===== config.mk =====
export PLATFORM = sky130hd
export DESIGN_NAME = antialiased_line_color_raster_unit_flat
export DESIGN_NICKNAME = d
export VERILOG_FILES = /design/src/hdl/alcr_pkg.sv /design/src/hdl/alcr_if.sv /design/src/hdl/antialiased_line_color_raster_unit.sv /design/src/hdl/alcr_div.sv /design/src/flat_wrapper.sv
export SDC_FILE = /design/constraint.sdc
export NUM_CORES = 1
export LEC_CHECK = 0
export BUFFER_PORTS_ARGS = -buffer_cell sky130_fd_sc_hd__buf_2
export CAP_MARGIN = 30
export CORE_ASPECT_RATIO = 2
export CORE_MARGIN = 8
export CORE_UTILIZATION = 56
export DETAILED_ROUTE_END_ITERATION = 7
export GPL_TIMING_DRIVEN = 0
export PLACE_DENSITY = 0.78
export SLEW_MARGIN = 0
export SYNTH_ARGS = -nofsm -noshare
export SYNTH_HDL_FRONTEND = slang
export SYNTH_HIERARCHICAL = 1
export SYNTH_SLANG_ARGS = --single-unit

===== constraint.sdc =====
create_clock -name clk -period 11.2 [get_ports clk]
set_input_delay 2.24 -clock clk [delete_from_list [all_inputs] [get_ports clk]]
set_output_delay 2.24 -clock clk [all_outputs]
set_load 0.005 [all_outputs]

===== src/hdl/alcr_pkg.sv =====
package alcr_pkg;

    localparam int CHAN_BITS  = 8;
    localparam int NUM_CHAN   = 3;
    localparam int COLOR_BITS = CHAN_BITS * NUM_CHAN;

    typedef logic [CHAN_BITS-1:0]              chan_t;
    typedef logic [NUM_CHAN-1:0][CHAN_BITS-1:0] color_t;

    typedef enum logic
    {
        OP_LOAD = 1'b0,
        OP_STEP = 1'b1
    } op_t;

endpackage


===== src/hdl/alcr_if.sv =====
interface alcr_cmd_if #(parameter int COORD_BITS = 12);

    logic                                   valid;
    logic                                   ready;
    logic                                   operation;
    logic signed [COORD_BITS-1:0]           start_x;
    logic signed [COORD_BITS-1:0]           start_y;
    logic signed [COORD_BITS-1:0]           end_x;
    logic signed [COORD_BITS-1:0]           end_y;
    logic        [alcr_pkg::COLOR_BITS-1:0] start_color;
    logic        [alcr_pkg::COLOR_BITS-1:0] end_color;

    modport source
    (
        output valid, operation, start_x, start_y, end_x, end_y, start_color, end_color,
        input  ready
    );

    modport sink
    (
        input  valid, operation, start_x, start_y, end_x, end_y, start_color, end_color,
        output ready
    );

endinterface

interface alcr_pix_if #(parameter int COORD_BITS = 12);

    logic                                   valid;
    logic                                   ready;
    logic signed [COORD_BITS-1:0]           pixel_a_x;
    logic signed [COORD_BITS-1:0]           pixel_a_y;
    logic        [alcr_pkg::COLOR_BITS-1:0] pixel_a_color;
    logic signed [COORD_BITS-1:0]           pixel_b_x;
    logic signed [COORD_BITS-1:0]           pixel_b_y;
    logic        [alcr_pkg::COLOR_BITS-1:0] pixel_b_color;
    logic                                   last_column;

    modport source
    (
        output valid, pixel_a_x, pixel_a_y, pixel_a_color,
        output pixel_b_x, pixel_b_y, pixel_b_color, last_column,
        input  ready
    );

    modport sink
    (
        input  valid, pixel_a_x, pixel_a_y, pixel_a_color,
        input  pixel_b_x, pixel_b_y, pixel_b_color, last_column,
        output ready
    );

endinterface


===== src/hdl/antialiased_line_color_raster_unit.sv =====
// Antialiased line rasteriser with a colour gradient along the line.
// cmd channel (valid/ready): operation 0 loads two endpoints and two RGB 8:8:8
// colours; operation 1 asks for the next column of the loaded line.
// pix channel (valid/ready): one transfer per column with the lower pixel (A,
// weighted by 1-frac) and the upper pixel (B, weighted by frac), last_column
// flagging the final column. A load gives no output.
// One item is worked on at a time; cmd.ready is low meanwhile. A load with dx
// non-zero runs the slope division; a load with dx zero does not. A step with
// no active line is dropped.
// A column uses the shared radix-2 divider for the colour fraction, skipped on
// a zero-length line, then one shared 8 x (FRAC_BITS+1) multiplier over three
// lerp and six weighting passes. The result sits in an output register, so the
// next item is taken while it waits; if the receiver stalls, the following
// column is held internally until the output register frees up.
// Reset clears the sequencer, the active-line flag and the output valid.
module antialiased_line_color_raster_unit #(
    parameter int COORD_BITS = 12,
    parameter int FRAC_BITS  = 16
) (
    input logic       clk,
    input logic       rst_n,
    alcr_cmd_if.sink  cmd,
    alcr_pix_if.source pix
);

    localparam int CB      = COORD_BITS;
    localparam int FB      = FRAC_BITS;
    localparam int ACC_W   = CB + FB + 2;
    localparam int SLOPE_W = FB + 2;
    localparam int P_W     = FB + 1;
    localparam int CH_W    = alcr_pkg::CHAN_BITS;
    localparam int PROD_W  = CH_W + P_W;
    localparam int LAST_LERP  = alcr_pkg::NUM_CHAN - 1;
    localparam int LAST_SCALE = 2 * alcr_pkg::NUM_CHAN - 1;

    typedef enum logic [4:0]
    {
        S_IDLE  = 5'b00001,
        S_DIV   = 5'b00010,
        S_LERP  = 5'b00100,
        S_SCALE = 5'b01000,
        S_DONE  = 5'b10000
    } state_t;

    state_t state_reg, state_next;

    // control
    logic        line_active_reg;
    logic        load_mode_reg;
    logic        pix_valid_reg;
    logic [2:0]  cnt_reg;

    // line state
    logic                     steep_reg;
    logic                     rev_reg;
    logic signed [CB-1:0]     maj_start_reg;
    logic signed [CB-1:0]     maj_end_reg;
    logic signed [CB-1:0]     cur_maj_reg;
    logic signed [ACC_W-1:0]  acc_reg;
    logic signed [SLOPE_W-1:0] slope_reg;
    logic                     slope_neg_reg;
    alcr_pkg::color_t         color_from_reg;
    alcr_pkg::color_t         color_to_reg;

    // column work
    logic [FB-1:0]            frac_reg;
    logic [P_W-1:0]           p_reg;
    alcr_pkg::color_t         lerp_reg;
    alcr_pkg::color_t         col_a_reg;
    alcr_pkg::color_t         col_b_reg;
    logic signed [CB-1:0]     res_ax_reg, res_ay_reg, res_bx_reg, res_by_reg;
    logic                     res_last_reg;

    // output register
    logic signed [CB-1:0]     out_ax_reg, out_ay_reg, out_bx_reg, out_by_reg;
    alcr_pkg::color_t         out_ca_reg, out_cb_reg;
    logic                     out_last_reg;

    logic accept, is_step, is_load, out_free;

    assign cmd.ready = (state_reg == S_IDLE);
    assign accept    = cmd.valid && cmd.ready;
    assign is_step   = accept && (cmd.operation == alcr_pkg::OP_STEP);
    assign is_load   = accept && (cmd.operation == alcr_pkg::OP_LOAD);
    assign out_free  = !pix_valid_reg || pix.ready;

    // ---- load geometry ----
    logic signed [CB:0]   dx0, dy0, adx0, ady0;
    logic                 steep;
    logic signed [CB-1:0] a_maj, a_min, b_maj, b_min;
    logic                 rev;
    logic signed [CB-1:0] lo_maj, lo_min, hi_maj, hi_min;
    logic signed [CB:0]   ldx, ldy, ldy_abs;

    always_comb
    begin
        dx0   = {cmd.end_x[CB-1], cmd.end_x} - {cmd.start_x[CB-1], cmd.start_x};
        dy0   = {cmd.end_y[CB-1], cmd.end_y} - {cmd.start_y[CB-1], cmd.start_y};
        adx0  = dx0[CB] ? -dx0 : dx0;
        ady0  = dy0[CB] ? -dy0 : dy0;
        steep = ady0 > adx0;
        a_maj = steep ? cmd.start_y : cmd.start_x;
        a_min = steep ? cmd.start_x : cmd.start_y;
        b_maj = steep ? cmd.end_y   : cmd.end_x;
        b_min = steep ? cmd.end_x   : cmd.end_y;
        rev    = a_maj > b_maj;
        lo_maj = rev ? b_maj : a_maj;
        lo_min = rev ? b_min : a_min;
        hi_maj = rev ? a_maj : b_maj;
        hi_min = rev ? a_min : b_min;
        ldx     = {hi_maj[CB-1], hi_maj} - {lo_maj[CB-1], lo_maj};
        ldy     = {hi_min[CB-1], hi_min} - {lo_min[CB-1], lo_min};
        ldy_abs = ldy[CB] ? -ldy : ldy;
    end

    // ---- column geometry ----
    logic [FB-1:0]        frac;
    logic [CB-1:0]        ipart, ipart_up;
    logic [CB-1:0]        len, pos;
    logic                 last;

    always_comb
    begin
        frac     = acc_reg[FB-1:0];
        ipart    = acc_reg[FB +: CB];
        ipart_up = ipart + 1'b1;
        len      = maj_end_reg - maj_start_reg;
        pos      = cur_maj_reg - maj_start_reg;
        last     = cur_maj_reg >= maj_end_reg;
    end

    // ---- shared divider ----
    logic                div_start, div_done;
    logic [CB-1:0]       div_numer, div_denom;
    logic [P_W-1:0]      div_q;
    logic [SLOPE_W-1:0]  q_ext;

    assign div_start = (is_load && ldx[CB-1:0] != '0) ||
                       (is_step && line_active_reg && len != '0);
    assign div_numer = is_load ? ldy_abs[CB-1:0] : pos;
    assign div_denom = is_load ? ldx[CB-1:0] : len;
    assign q_ext     = {1'b0, div_q};

    alcr_div #(
        .COORD_BITS (CB),
        .FRAC_BITS  (FB)
    ) u_div (
        .clk      (clk),
        .rst_n    (rst_n),
        .start    (div_start),
        .numer    (div_numer),
        .denom    (div_denom),
        .done     (div_done),
        .quotient (div_q)
    );

    // ---- shared multiplier ----
    alcr_pkg::color_t    c0, c1;
    logic [1:0]          lerp_idx, scale_idx;
    alcr_pkg::chan_t     ch_a, ch_b, diff, step_amt, lerp_val, scaled;
    logic                rising;
    logic [P_W-1:0]      wa;
    logic [CH_W-1:0]     mul_a;
    logic [P_W-1:0]      mul_b;
    logic [PROD_W-1:0]   prod;

    always_comb
    begin
        c0        = rev_reg ? color_to_reg : color_from_reg;
        c1        = rev_reg ? color_from_reg : color_to_reg;
        lerp_idx  = cnt_reg[1:0];
        scale_idx = cnt_reg[2:1];
        ch_a      = c0[lerp_idx];
        ch_b      = c1[lerp_idx];
        rising    = ch_b > ch_a;
        diff      = rising ? ch_b - ch_a : ch_a - ch_b;
        wa        = {1'b1, {FB{1'b0}}} - {1'b0, frac_reg};
        if (state_reg == S_SCALE)
        begin
            mul_a = lerp_reg[scale_idx];
            mul_b = cnt_reg[0] ? {1'b0, frac_reg} : wa;
        end
        else
        begin
            mul_a = diff;
            mul_b = p_reg;
        end
        prod     = PROD_W'(mul_a) * PROD_W'(mul_b);
        step_amt = prod[FB +: CH_W];
        lerp_val = rising ? ch_a + step_amt : ch_a - step_amt;
        scaled   = prod[FB +: CH_W];
    end

    // ---- sequencer ----
    always_comb
    begin
        state_next = state_reg;
        unique case (state_reg)
            S_IDLE:
            begin
                if (div_start)
                    state_next = S_DIV;
                else if (is_step && line_active_reg)
                    state_next = S_LERP;
            end
            S_DIV:
            begin
                if (div_done)
                    state_next = load_mode_reg ? S_IDLE : S_LERP;
            end
            S_LERP:
            begin
                if (cnt_reg == 3'(LAST_LERP))
                    state_next = S_SCALE;
            end
            S_SCALE:
            begin
                if (cnt_reg == 3'(LAST_SCALE))
                    state_next = S_DONE;
            end
            S_DONE:
            begin
                if (out_free)
                    state_next = S_IDLE;
            end
            default:
                state_next = S_IDLE;
        endcase
    end

    always_ff @(posedge clk or negedge rst_n)
    begin
        if (!rst_n)
        begin
            state_reg       <= S_IDLE;
            line_active_reg <= 1'b0;
            load_mode_reg   <= 1'b0;
            pix_valid_reg   <= 1'b0;
            cnt_reg         <= '0;
        end
        else
        begin
            state_reg <= state_next;
            if (is_load)
            begin
                line_active_reg <= 1'b1;
                load_mode_reg   <= 1'b1;
            end
            else if (is_step && line_active_reg)
            begin
                line_active_reg <= !last;
                load_mode_reg   <= 1'b0;
            end

            if (state_reg == S_LERP && cnt_reg == 3'(LAST_LERP))
                cnt_reg <= '0;
            else if (state_reg == S_LERP || state_reg == S_SCALE)
                cnt_reg <= cnt_reg + 1'b1;
            else
                cnt_reg <= '0;

            if (state_reg == S_DONE && out_free)
                pix_valid_reg <= 1'b1;
            else if (pix.ready)
                pix_valid_reg <= 1'b0;
        end
    end

    // ---- datapath ----
    always_ff @(posedge clk)
    begin
        if (is_load)
        begin
            steep_reg      <= steep;
            rev_reg        <= rev;
            maj_start_reg  <= lo_maj;
            maj_end_reg    <= hi_maj;
            cur_maj_reg    <= lo_maj;
            acc_reg        <= {{2{lo_min[CB-1]}}, lo_min, {FB{1'b0}}};
            slope_reg      <= {2'b01, {FB{1'b0}}};
            slope_neg_reg  <= ldy[CB];
            color_from_reg <= cmd.start_color;
            color_to_reg   <= cmd.end_color;
        end
        else if (is_step && line_active_reg)
        begin
            frac_reg     <= frac;
            p_reg        <= '0;
            res_last_reg <= last;
            if (steep_reg)
            begin
                res_ax_reg <= ipart;
                res_ay_reg <= cur_maj_reg;
                res_bx_reg <= ipart_up;
                res_by_reg <= cur_maj_reg;
            end
            else
            begin
                res_ax_reg <= cur_maj_reg;
                res_ay_reg <= ipart;
                res_bx_reg <= cur_maj_reg;
                res_by_reg <= ipart_up;
            end
            if (!last)
            begin
                cur_maj_reg <= cur_maj_reg + 1'b1;
                acc_reg     <= acc_reg + ACC_W'(slope_reg);
            end
        end

        if (state_reg == S_DIV && div_done)
        begin
            if (load_mode_reg)
                slope_reg <= slope_neg_reg ? -q_ext : q_ext;
            else
                p_reg <= div_q;
        end

        if (state_reg == S_LERP)
            lerp_reg[lerp_idx] <= lerp_val;

        if (state_reg == S_SCALE)
        begin
            if (cnt_reg[0])
                col_b_reg[scale_idx] <= scaled;
            else
                col_a_reg[scale_idx] <= scaled;
        end

        if (state_reg == S_DONE && out_free)
        begin
            out_ax_reg   <= res_ax_reg;
            out_ay_reg   <= res_ay_reg;
            out_bx_reg   <= res_bx_reg;
            out_by_reg   <= res_by_reg;
            out_ca_reg   <= col_a_reg;
            out_cb_reg   <= col_b_reg;
            out_last_reg <= res_last_reg;
        end
    end

    assign pix.valid         = pix_valid_reg;
    assign pix.pixel_a_x     = out_ax_reg;
    assign pix.pixel_a_y     = out_ay_reg;
    assign pix.pixel_a_color = out_ca_reg;
    assign pix.pixel_b_x     = out_bx_reg;
    assign pix.pixel_b_y     = out_by_reg;
    assign pix.pixel_b_color = out_cb_reg;
    assign pix.last_column   = out_last_reg;

    // ---- checks ----
    a_state_onehot: assert property (@(posedge clk) disable iff (!rst_n)
        $onehot(state_reg))
        else $error("sequencer state not one-hot");

    a_div_done_in_div: assert property (@(posedge clk) disable iff (!rst_n)
        div_done |-> state_reg == S_DIV)
        else $error("divider finished outside the division state");

    a_idle_step_dropped: assert property (@(posedge clk) disable iff (!rst_n)
        (is_step && !line_active_reg) |=> state_reg == S_IDLE)
        else $error("step without an active line was not dropped");

    a_load_activates: assert property (@(posedge clk) disable iff (!rst_n)
        is_load |=> line_active_reg && state_reg != S_LERP)
        else $error("load did not arm the line");

    a_done_waits_on_output: assert property (@(posedge clk) disable iff (!rst_n)
        (state_reg == S_DONE && !out_free) |=> state_reg == S_DONE && pix_valid_reg)
        else $error("column left the holding state while output was occupied");

endmodule


===== src/hdl/alcr_div.sv =====
// Radix-2 restoring divider for numer <= denom, giving (numer << FRAC_BITS) / denom.
// The quotient is at most 2^FRAC_BITS, so FRAC_BITS + 1 steps suffice.
module alcr_div #(
    parameter int COORD_BITS = 12,
    parameter int FRAC_BITS  = 16
) (
    input  logic                  clk,
    input  logic                  rst_n,
    input  logic                  start,
    input  logic [COORD_BITS-1:0] numer,
    input  logic [COORD_BITS-1:0] denom,
    output logic                  done,
    output logic [FRAC_BITS:0]    quotient
);

    localparam int REM_W = COORD_BITS + 1;
    localparam int Q_W   = FRAC_BITS + 1;
    localparam int CNT_W = $clog2(FRAC_BITS + 2);

    logic             busy_reg;
    logic             done_reg;
    logic [CNT_W-1:0] cnt_reg;
    logic [REM_W-1:0] rem_reg;
    logic [REM_W-1:0] denom_reg;
    logic [Q_W-1:0]   quo_reg;

    logic [REM_W-1:0] diff;
    logic             ge;

    assign diff = rem_reg - denom_reg;
    assign ge   = rem_reg >= denom_reg;

    always_ff @(posedge clk or negedge rst_n)
    begin
        if (!rst_n)
        begin
            busy_reg <= 1'b0;
            done_reg <= 1'b0;
            cnt_reg  <= '0;
        end
        else
        begin
            done_reg <= 1'b0;
            if (start)
            begin
                busy_reg <= 1'b1;
                cnt_reg  <= CNT_W'(Q_W);
            end
            else if (busy_reg)
            begin
                cnt_reg <= cnt_reg - 1'b1;
                if (cnt_reg == CNT_W'(1))
                begin
                    busy_reg <= 1'b0;
                    done_reg <= 1'b1;
                end
            end
        end
    end

    always_ff @(posedge clk)
    begin
        if (start)
        begin
            rem_reg   <= {1'b0, numer};
            denom_reg <= {1'b0, denom};
            quo_reg   <= '0;
        end
        else if (busy_reg)
        begin
            rem_reg <= ge ? {diff[REM_W-2:0], 1'b0} : {rem_reg[REM_W-2:0], 1'b0};
            quo_reg <= {quo_reg[Q_W-2:0], ge};
        end
    end

    assign done     = done_reg;
    assign quotient = quo_reg;

endmodule


===== src/flat_wrapper.sv =====
// flat-port wrapper written by rule: the top's interface ports become plain ports
module antialiased_line_color_raster_unit_flat 
#(
    parameter int COORD_BITS = 12,
    parameter int FRAC_BITS  = 16
)
  (clk, rst_n, cmd_valid, cmd_operation, cmd_start_x, cmd_start_y, cmd_end_x, cmd_end_y, cmd_start_color, cmd_end_color, cmd_ready, pix_valid, pix_pixel_a_x, pix_pixel_a_y, pix_pixel_a_color, pix_pixel_b_x, pix_pixel_b_y, pix_pixel_b_color, pix_last_column, pix_ready);
  alcr_cmd_if #(.COORD_BITS(COORD_BITS)) cmd_i ();
  alcr_pix_if #(.COORD_BITS(COORD_BITS)) pix_i ();
  input logic clk;
  input logic rst_n;
  input wire logic [$bits(cmd_i.valid)-1:0] cmd_valid;
  input wire logic [$bits(cmd_i.operation)-1:0] cmd_operation;
  input wire logic [$bits(cmd_i.start_x)-1:0] cmd_start_x;
  input wire logic [$bits(cmd_i.start_y)-1:0] cmd_start_y;
  input wire logic [$bits(cmd_i.end_x)-1:0] cmd_end_x;
  input wire logic [$bits(cmd_i.end_y)-1:0] cmd_end_y;
  input wire logic [$bits(cmd_i.start_color)-1:0] cmd_start_color;
  input wire logic [$bits(cmd_i.end_color)-1:0] cmd_end_color;
  output wire logic [$bits(cmd_i.ready)-1:0] cmd_ready;
  output wire logic [$bits(pix_i.valid)-1:0] pix_valid;
  output wire logic [$bits(pix_i.pixel_a_x)-1:0] pix_pixel_a_x;
  output wire logic [$bits(pix_i.pixel_a_y)-1:0] pix_pixel_a_y;
  output wire logic [$bits(pix_i.pixel_a_color)-1:0] pix_pixel_a_color;
  output wire logic [$bits(pix_i.pixel_b_x)-1:0] pix_pixel_b_x;
  output wire logic [$bits(pix_i.pixel_b_y)-1:0] pix_pixel_b_y;
  output wire logic [$bits(pix_i.pixel_b_color)-1:0] pix_pixel_b_color;
  output wire logic [$bits(pix_i.last_column)-1:0] pix_last_column;
  input wire logic [$bits(pix_i.ready)-1:0] pix_ready;
  assign cmd_i.valid = cmd_valid;
  assign cmd_i.operation = cmd_operation;
  assign cmd_i.start_x = cmd_start_x;
  assign cmd_i.start_y = cmd_start_y;
  assign cmd_i.end_x = cmd_end_x;
  assign cmd_i.end_y = cmd_end_y;
  assign cmd_i.start_color = cmd_start_color;
  assign cmd_i.end_color = cmd_end_color;
  assign cmd_ready = cmd_i.ready;
  assign pix_valid = pix_i.valid;
  assign pix_pixel_a_x = pix_i.pixel_a_x;
  assign pix_pixel_a_y = pix_i.pixel_a_y;
  assign pix_pixel_a_color = pix_i.pixel_a_color;
  assign pix_pixel_b_x = pix_i.pixel_b_x;
  assign pix_pixel_b_y = pix_i.pixel_b_y;
  assign pix_pixel_b_color = pix_i.pixel_b_color;
  assign pix_last_column = pix_i.last_column;
  assign pix_i.ready = pix_ready;
  antialiased_line_color_raster_unit #(.COORD_BITS(COORD_BITS), .FRAC_BITS(FRAC_BITS)) u_core (.clk(clk), .rst_n(rst_n), .cmd(cmd_i), .pix(pix_i));
endmodule

==> impl_results.md, run 1 <==
- Arrival time worst endpoint: 12.13 ns
- Nets@finish: 3792
- CTS sink count: 444
- Die Area: 62000 sq um
- Num CTS Buffers: 38
- Peak fanout along the critical path: 5
- Initial Util: 56.4%
- Worst vdd ir: 0.000319 V
- Buffers on Ports: 199
- Max Transition Viols Final: 0
- Crit-path max cell delay: 0.47 ns
- RSZ-0062 raised after global routing: yes
- Fin util: 70.1%
- Initial antenna violation count: 3
- Yosys warns: 6
- P_leak: 15.5 nW
- #FFs+latches synth: 444
- Fmax: roughly 85 MHz
- Pre-Repair DR Iteration Count: 6
- Post-Route WL: ~110000 microns
- Post-synth EDFFs: about 360
- Floorplan row count: between 100 and 150
- Sw frac: a little under half
- Synth Instances: 2977
- Number of I/O pins: 200
- Critical path launch point type: input port
- Core area: roughly 53000 sq um
- Netlist cell types: 97
- Post-layout min period: between 10 and 15 ns
- CP endpoint kind: flip-flop
- Most common flop cell mapped by yosys: edfxtp_1
- Max_cap viols: 0
- Final Skew: between 0.02 and 0.025 ns
- Worst-Margin Slew: 1.01 ns
- Reg clk slew, reported paths: 0.07 ns
- Hold buffers post-CTS: 0
- Gpl congestion: 0.986
- Hold Fails Final Rpt: 0
- Setup violations, final: 57
- Drt drc: 0
- Synthesized area per cell: about 10 sq um
- Pre-CTS worst setup slack: -3.93 ns
- Overflow after GRT: 0
- Die Width: roughly 180 microns
- Worst min-delay path category: reg2reg
- Initial DRC count: 1944
- Async set-reset flop share out of synthesis: slightly above 4%
- WS Path Type: in2reg
- Post-route ant nets: 0
- Largest register FFs: 28
- Logic pwr share: 69.7%
- Post-DP HPWL: 80900 microns
- Root Driver: clkbuf_16
- Clock Path Buffers: 3
- CP max-delay cell: or4_4
- PwrDens: 281 nW/um^2
- Worst setup margin: -0.613 ns
- Worst relative slew slack: 32.4%
- Chip height: around 340 microns
- CTS tree: done
- Synthesized area: 30200 sq um
- Synth-to-Final Area Change: 24.2%
- Largest net degree at the start of global routing: 50
- CTS H-Tree Depth: 2
- Clock Latency Late Sink: 0.58 ns
- Seq/Total Area, Yosys: 41.6%
- Req. time, crit path: 11.52 ns
- First-pass GRT wire length: 157000 microns
- Vias per cell: between 6 and 7
- Sw Pwr: 4.81 mW
- Pint: 5.72 mW
- DR WL/cell: 26.1 microns
- Vias in the first global route: 26900
- Failing checks: negative setup slack
- Crit share post-route: 105%
- Clock group share of total power: 13.1%
- Seq pwr share: 17.2%
- Syn Nets: 3387
- All-layer global routing usage: 33.8%
- Status: finished with violations
- Via count: ~25000
- CP dominant cell by count: o21ai_2
- Layout cell share with drive strength beyond 1: 24.3%
layer usage:
metal	track usage (%)	part of all wire (%)
met5	0	0.023
met1	27.5	29
met4	34.6	12
met2	65.6	54
met3	5.45	4.9
synth_stat cells, types with 10 or more instances:
master | number | share of area (%)
a211oi_1 | 14 | 0.35
xor2_1 | 83 | 2.4
edfxtp_1 | 357 | 36
o21bai_1 | 12 | 0.30
dfrtp_1 | 17 | 1.4
and2_1 | 27 | 0.56
mux4_2 | 16 | 1.2
inv_1 | 278 | 3.5
ha_1 | 211 | 8.8
a21oi_1 | 161 | 2.7
clkbuf_1 | 78 | 0.97
dfxtp_1 | 69 | 4.6
nor4_1 | 13 | 0.27
mux2i_1 | 110 | 3.7
nand3_1 | 57 | 0.95
a22o_1 | 18 | 0.52
nor2b_1 | 48 | 1.0
xnor2_1 | 95 | 2.8
a21boi_0 | 16 | 0.40
nand2b_1 | 35 | 0.73
nand4_1 | 13 | 0.27
buf_2 | 10 | 0.17
nor2_1 | 252 | 3.1
nor3_1 | 28 | 0.46
mux2_2 | 21 | 0.78
o31ai_1 | 16 | 0.40
or3_1 | 15 | 0.31
o211ai_1 | 28 | 0.70
nand2_1 | 304 | 3.8
o21a_1 | 22 | 0.55
a21o_1 | 58 | 1.4
a31oi_1 | 29 | 0.60
o21ai_0 | 150 | 2.5
buf_1 | 18 | 0.22
fa_1 | 98 | 6.5
o22ai_1 | 15 | 0.31
and3_1 | 29 | 0.60
cells by family after synthesis:
group	count (synthesis)	synth area share (%)
XOR/XNOR	179	5.24
flip-flops	444	41.6
AND/OR/NAND/NOR	865	13.2
buffers and inverters	390	4.97
adder cells (fa/ha/maj)	309	15.3
AO/OA/AOI/OAI	643	14.0
multiplexers	147	5.63
critical path: cells and delay by family:
family                     cells  cell delay, ns
adders and majority gates      5            1.32
buffers and inverters          9            1.27
muxes                          2            0.52
xor gates and xnor gates       2            0.44
AOI/OAI and AO/OA             18            3.19
and+or+nand+nor               14            3.13
stage by stage:
stage | power [mW] | cells | setup TNS, ns | cell area [sq um] | hold slack, ns
finish | 10.5 | 4082 | -13.11 | 37500 | 0.419
global route | 10.9 | 4081 | -22.19 | 37500 | 0.425
CTS | 9.57 | 4030 | -18.15 | 36300 | 0.421
detailed placement | 6.34 | 3863 | -365.14 | 32600 | 0.405
global placement | 6.28 | 3847 | -383.97 | 32400 | 0.403
floorplan | 4.86 | 2977 | -0.00989 | 30500 | 0.400
power by group through the flow:
| stage | sequential, mW | clock [mW] | combinational [mW] |
|---|---|---|---|
| after floorplan | 1.84 | 0 | 3.02 |
| after global routing | 1.81 | 1.45 | 7.60 |
| after global placement | 1.84 | 0 | 4.44 |
| final | 1.81 | 1.38 | 7.34 |
| after CTS | 1.81 | 1.39 | 6.37 |
| after detailed placement | 1.84 | 0 | 4.49 |
repair_timing:
action | CTS | global route
cloned | 9 | 2
endpoints found under the hold margin | 0 | 0
pin swaps | 84 | 103
buffers inserted | 95 | 54
endpoints found under the setup margin | 156 | 77
resized for setup | 352 | 172
worst paths after layout:
check | startpoint | to | slack [ns] | depth (start not counted)
setup / recovery | cmd_start_x[1] | u_core/u_div/rem_reg[11] | -0.61 | 50
hold / removal | u_core/col_b_reg[0] | u_core/pix.pixel_b_color[0] | 0.42 | 0
max in group asynchronous | rst_n | u_core/state_reg[0] | 9.24 | 1
hold reg to reg | u_core/col_b_reg[0] | u_core/pix.pixel_b_color[0] | 0.42 | 0
min in group asynchronous | rst_n | u_core/cnt_reg[0] | 1.61 | 1
setup reg to reg | u_core/cnt_reg[0] | u_core/lerp_reg[7] | 0.25 | 46
layout by cell type (no fill, tap or decap), types with 48 or more instances in the layout:
| cell type | Yosys | routed |
|---|---|---|
| edfxtp_1 | 357 | 357 |
| nand2_1 | 304 | 292 |
| inv_1 | 278 | 266 |
| nor2_1 | 252 | 215 |
| buf_2 | 10 | 199 |
| ha_1 | 211 | 188 |
| buf_4 | 3 | 139 |
| a21oi_1 | 161 | 121 |
| o21ai_0 | 150 | 120 |
| mux2i_1 | 110 | 96 |
| fa_1 | 98 | 92 |
| xnor2_1 | 95 | 76 |
| xor2_1 | 83 | 73 |
| dfxtp_1 | 69 | 69 |
| a21o_1 | 58 | 58 |
| nand3_1 | 57 | 54 |
| clkbuf_16 | 0 | 53 |
| clkbuf_1 | 78 | 48 |
final cells by class:
class	instances	area [sq um]
diodes	1	2.50
plain buffers	101	972
clock buffers	45	1010
clock inverters	23	274
fillers	3995	16000
inverters	280	1080
multi-input cells	2144	18000
flip-flops and latches	444	12600
well taps	671	840
repair buffers	373	2670
Note: power is estimated with default switching activity, not from simulation.
==> run 2, diff against run 1 <==
- CORE_UTILIZATION: 56 -> 60
- PLACE_DENSITY: 0.78 -> 0.79
- clock period: 11.2 -> 12.32 ns (I/O delays scaled with it)
==> run 2 against run 1 <==
Compared with the run above: the run now ends clean; power fell by 22%; final area shrank 5.9%; global-route usage grew 0.44 points; largest cell class unchanged; largest power group unchanged.
==> impl_results.md, run 2 (synthesis results as in run 1) <==
- Status: completed
- Pre-CTS worst setup slack: -4.18 ns (-0.257 ns)
- Worst min-delay path category: reg2reg
- Chip height: 333 microns (-3.2%)
- Post-route ant nets: 0 (unchanged)
- Sw Pwr: 3.76 mW (-22%)
- P_leak: 14.6 nW (-5.7%)
- Met2 usage: 64.8% (-0.78 points)
- Vias per cell: 6.27 (+0.64%)
- Worst-Margin Slew: 1.04 ns (+0.0236 ns)
- CP max-delay cell: or4_1
- Nets@finish: 3705 (-2.3%)
- Hold_sp: u_core/res_bx_reg[7]
- PwrDens: 233 nW/um^2 (-17%)
- Buffers on Ports: 199 (unchanged)
- Setup violations, final: 0 (-100%)
- Logic pwr share: 64.9% (-4.8 points)
- Core area: 49900 sq um (-6.6%)
- Largest register FFs: 28 (unchanged)
- Layout cell share with drive strength beyond 1: 18.2% (-6.1 points)
- DP Area: 32200 sq um (-1.2%)
- Reg2reg path depth: 45 (-2.2%)
- Hold depth: 0 (unchanged)
- CTS H-Tree Depth: 2 (unchanged)
- Critical path launch point type: input port
- Fmax: 81.4 MHz
- Initial Util: 60.4% (+4.0 points)
- Overflow after GRT: 0 (unchanged)
- Max Transition Viols Final: 0 (unchanged)
- Gpl congestion: 0.994 (+0.90%)
- Root Driver: clkbuf_16
- Worst vdd ir: 0.000309 V (-3.1%)
- Clock Latency Late Sink: 0.57 ns (about the same)
- Post-layout min period: 12.28 ns
- Reg clk slew, reported paths: 0.07 ns (about the same)
- Via count: 24900 (-2.0%)
- Die Area: 58100 sq um (-6.2%)
- Arrival time worst endpoint: 12.58 ns (+0.45 ns)
- Pre-Repair DR Iteration Count: 7 (+1)
- Pint: 4.44 mW (-23%)
- Peak fanout along the critical path: 10 (+5)
- Crit share post-route: about 100%
- All-layer global routing usage: 34.2% (+0.44 points)
- Min-Delay Endpoint: u_core/pix.pixel_b_x[7]
- Req. time, crit path: 12.62 ns (+1.10 ns)
- CP endpoint kind: flip-flop
- Worst r2r dst: u_core/lerp_reg[7]
- Floorplan row count: 116 (-3.3%)
- Met1 layer usage reported by global route: 29.3% (+1.7 points)
- Crit-path max cell delay: 0.59 ns (+0.12 ns)
- CTS sink count: 444 (unchanged)
- Num CTS Buffers: 39 (+2.6%)
- Hold Fails Final Rpt: 0 (unchanged)
- Final non-filler cell total: 3975 (-2.6%)
- Placed Cells: 3840 (-0.60%)
- Worst relative slew slack: 28.9% (-3.6 points)
- Worst r2r src: u_core/cnt_reg[0]
- First-pass GRT wire length: 151000 microns (-3.7%)
- Max_cap viols: 0 (unchanged)
- Drt drc: 0 (unchanged)
- WS Path Type: in2reg
- Met3 global-route usage: 5.06% (-0.39 points)
- Initial antenna violation count: 1 (-2)
- Initial DRC count: 1941 (-0.15%)
- Most frequent cells in the layout: edfxtp_1, nand2_1, inv_1
- Clock Path Buffers: 3 (unchanged)
- Number of I/O pins: 200 (unchanged)
- Final Skew: 0.0322 ns (+0.00839 ns)
- Setup slack, reg-to-reg: 0.28 ns (+0.03 ns)
- Setup TNS: 0 ns (+13.11 ns)
- Min Hold Slack: 0.415 ns (-0.00437 ns)
- DR WL/cell: 25.7 microns (-1.6%)
- Post-DP HPWL: 79000 microns (-2.3%)
- Largest net degree at the start of global routing: 48 (-4.0%)
- Post-Route WL: 102000 microns (-4.2%)
- CTS tree: done
- CP dominant cell by count: buf_4
- Fin area: 35200 sq um (-5.9%)
- Most common cell after layout, fill and taps aside: edfxtp_1
- Die Width: 175 microns (-3.1%)
- Synth-to-Final Area Change: 16.8%
- Clock group share of total power: 15.0% (+1.9 points)
- GR peak layer: met2
- Worst setup margin: 0.0425 ns (+0.656 ns)
- Seq pwr share: 20.0% (+2.8 points)
- Vias in the first global route: 26500 (-1.3%)
- Sw frac: 45.9% (+0.25 points)
-- run 2: cell types whose count changed in the layout (fill, tap and decap cells not counted), moves of 11 or more --
cell | before | now
buf_6 | 23 | 12
nor2_1 | 215 | 244
buf_12 | 24 | 12
clkbuf_16 | 53 | 42
nor2_4 | 22 | 3
xnor2_2 | 17 | 4
a21oi_2 | 28 | 15
a21oi_1 | 121 | 138
buf_4 | 139 | 73
xnor2_1 | 76 | 90
-- run 2: critical path, delay by kind of cell --
family,cells,cell delay [ns]
compound gates,16,3.36
fa+ha+maj,4,1.06
buf+inv,12,2.00
mux,1,0.32
simple gates,12,3.34
-- run 2: power groups by stage --
stage | combinational (mW) | sequential (mW) | clock [mW]
after floorplan | 2.56 | 1.68 | 0
after global placement | 3.80 | 1.68 | 0
after detailed placement | 3.82 | 1.68 | 0
after CTS | 4.53 | 1.64 | 1.24
after global routing | 5.55 | 1.64 | 1.29
final | 5.32 | 1.64 | 1.23
-- run 2: layout make-up --
cell class	instances	area, sq um
plain buffers	104	737
multi-input cells	2143	17100
clock buffers	49	1040
clock inverters	22	226
inverters	280	1060
diodes	1	2.50
fillers	3729	14700
flip-flops and latches	444	12600
repair buffers	283	1750
well taps	649	812
-- run 2: routing by layer --
layer  part of all wire (%)  vias up  wire length [microns]
li1                       -    11200                      -
met4                     12        0                  11800
met3                    5.5      486                   5600
met5                      0        -                      0
met1                     29    12000                  30100
met2                     54     1221                  54700
-- run 2: per-stage QoR --
step	power, mW	util (%)
finish	8.20	70.6
global route	8.48	70.6
CTS	7.41	69.2
detailed placement	5.50	64.5
global placement	5.48	64.1
floorplan	4.23	-
-- run 2: repair_timing --
item | 4_1_cts | 5_1_grt
pin swaps | 18 | 44
endpoints found under the setup margin | 151 | 73
gates cloned | 0 | 2
setup buffers | 40 | 27
gates resized for setup | 199 | 135
hold buffers | 0 | 0
-- run 2: how the worst max path moves through the flow --
| stage | cells after the start | from | slack, ns | endpoint |
|---|---|---|---|---|
| after detailed placement | 53 | cmd_end_y[0] | -4.18 | u_core/u_div/rem_reg[1] |
| after global placement | 53 | cmd_end_y[0] | -4.11 | u_core/u_div/rem_reg[7] |
| final | 45 | cmd_start_x[1] | 0.04 | u_core/u_div/rem_reg[11] |
| after global routing | 49 | cmd_end_x[0] | -0.24 | u_core/u_div/rem_reg[11] |
| after floorplan | 48 | cmd_end_x[0] | 0.0002 | u_core/u_div/rem_reg[7] |
| after CTS | 46 | u_core/cnt_reg[1] | 0.002 | u_core/lerp_reg[7] |
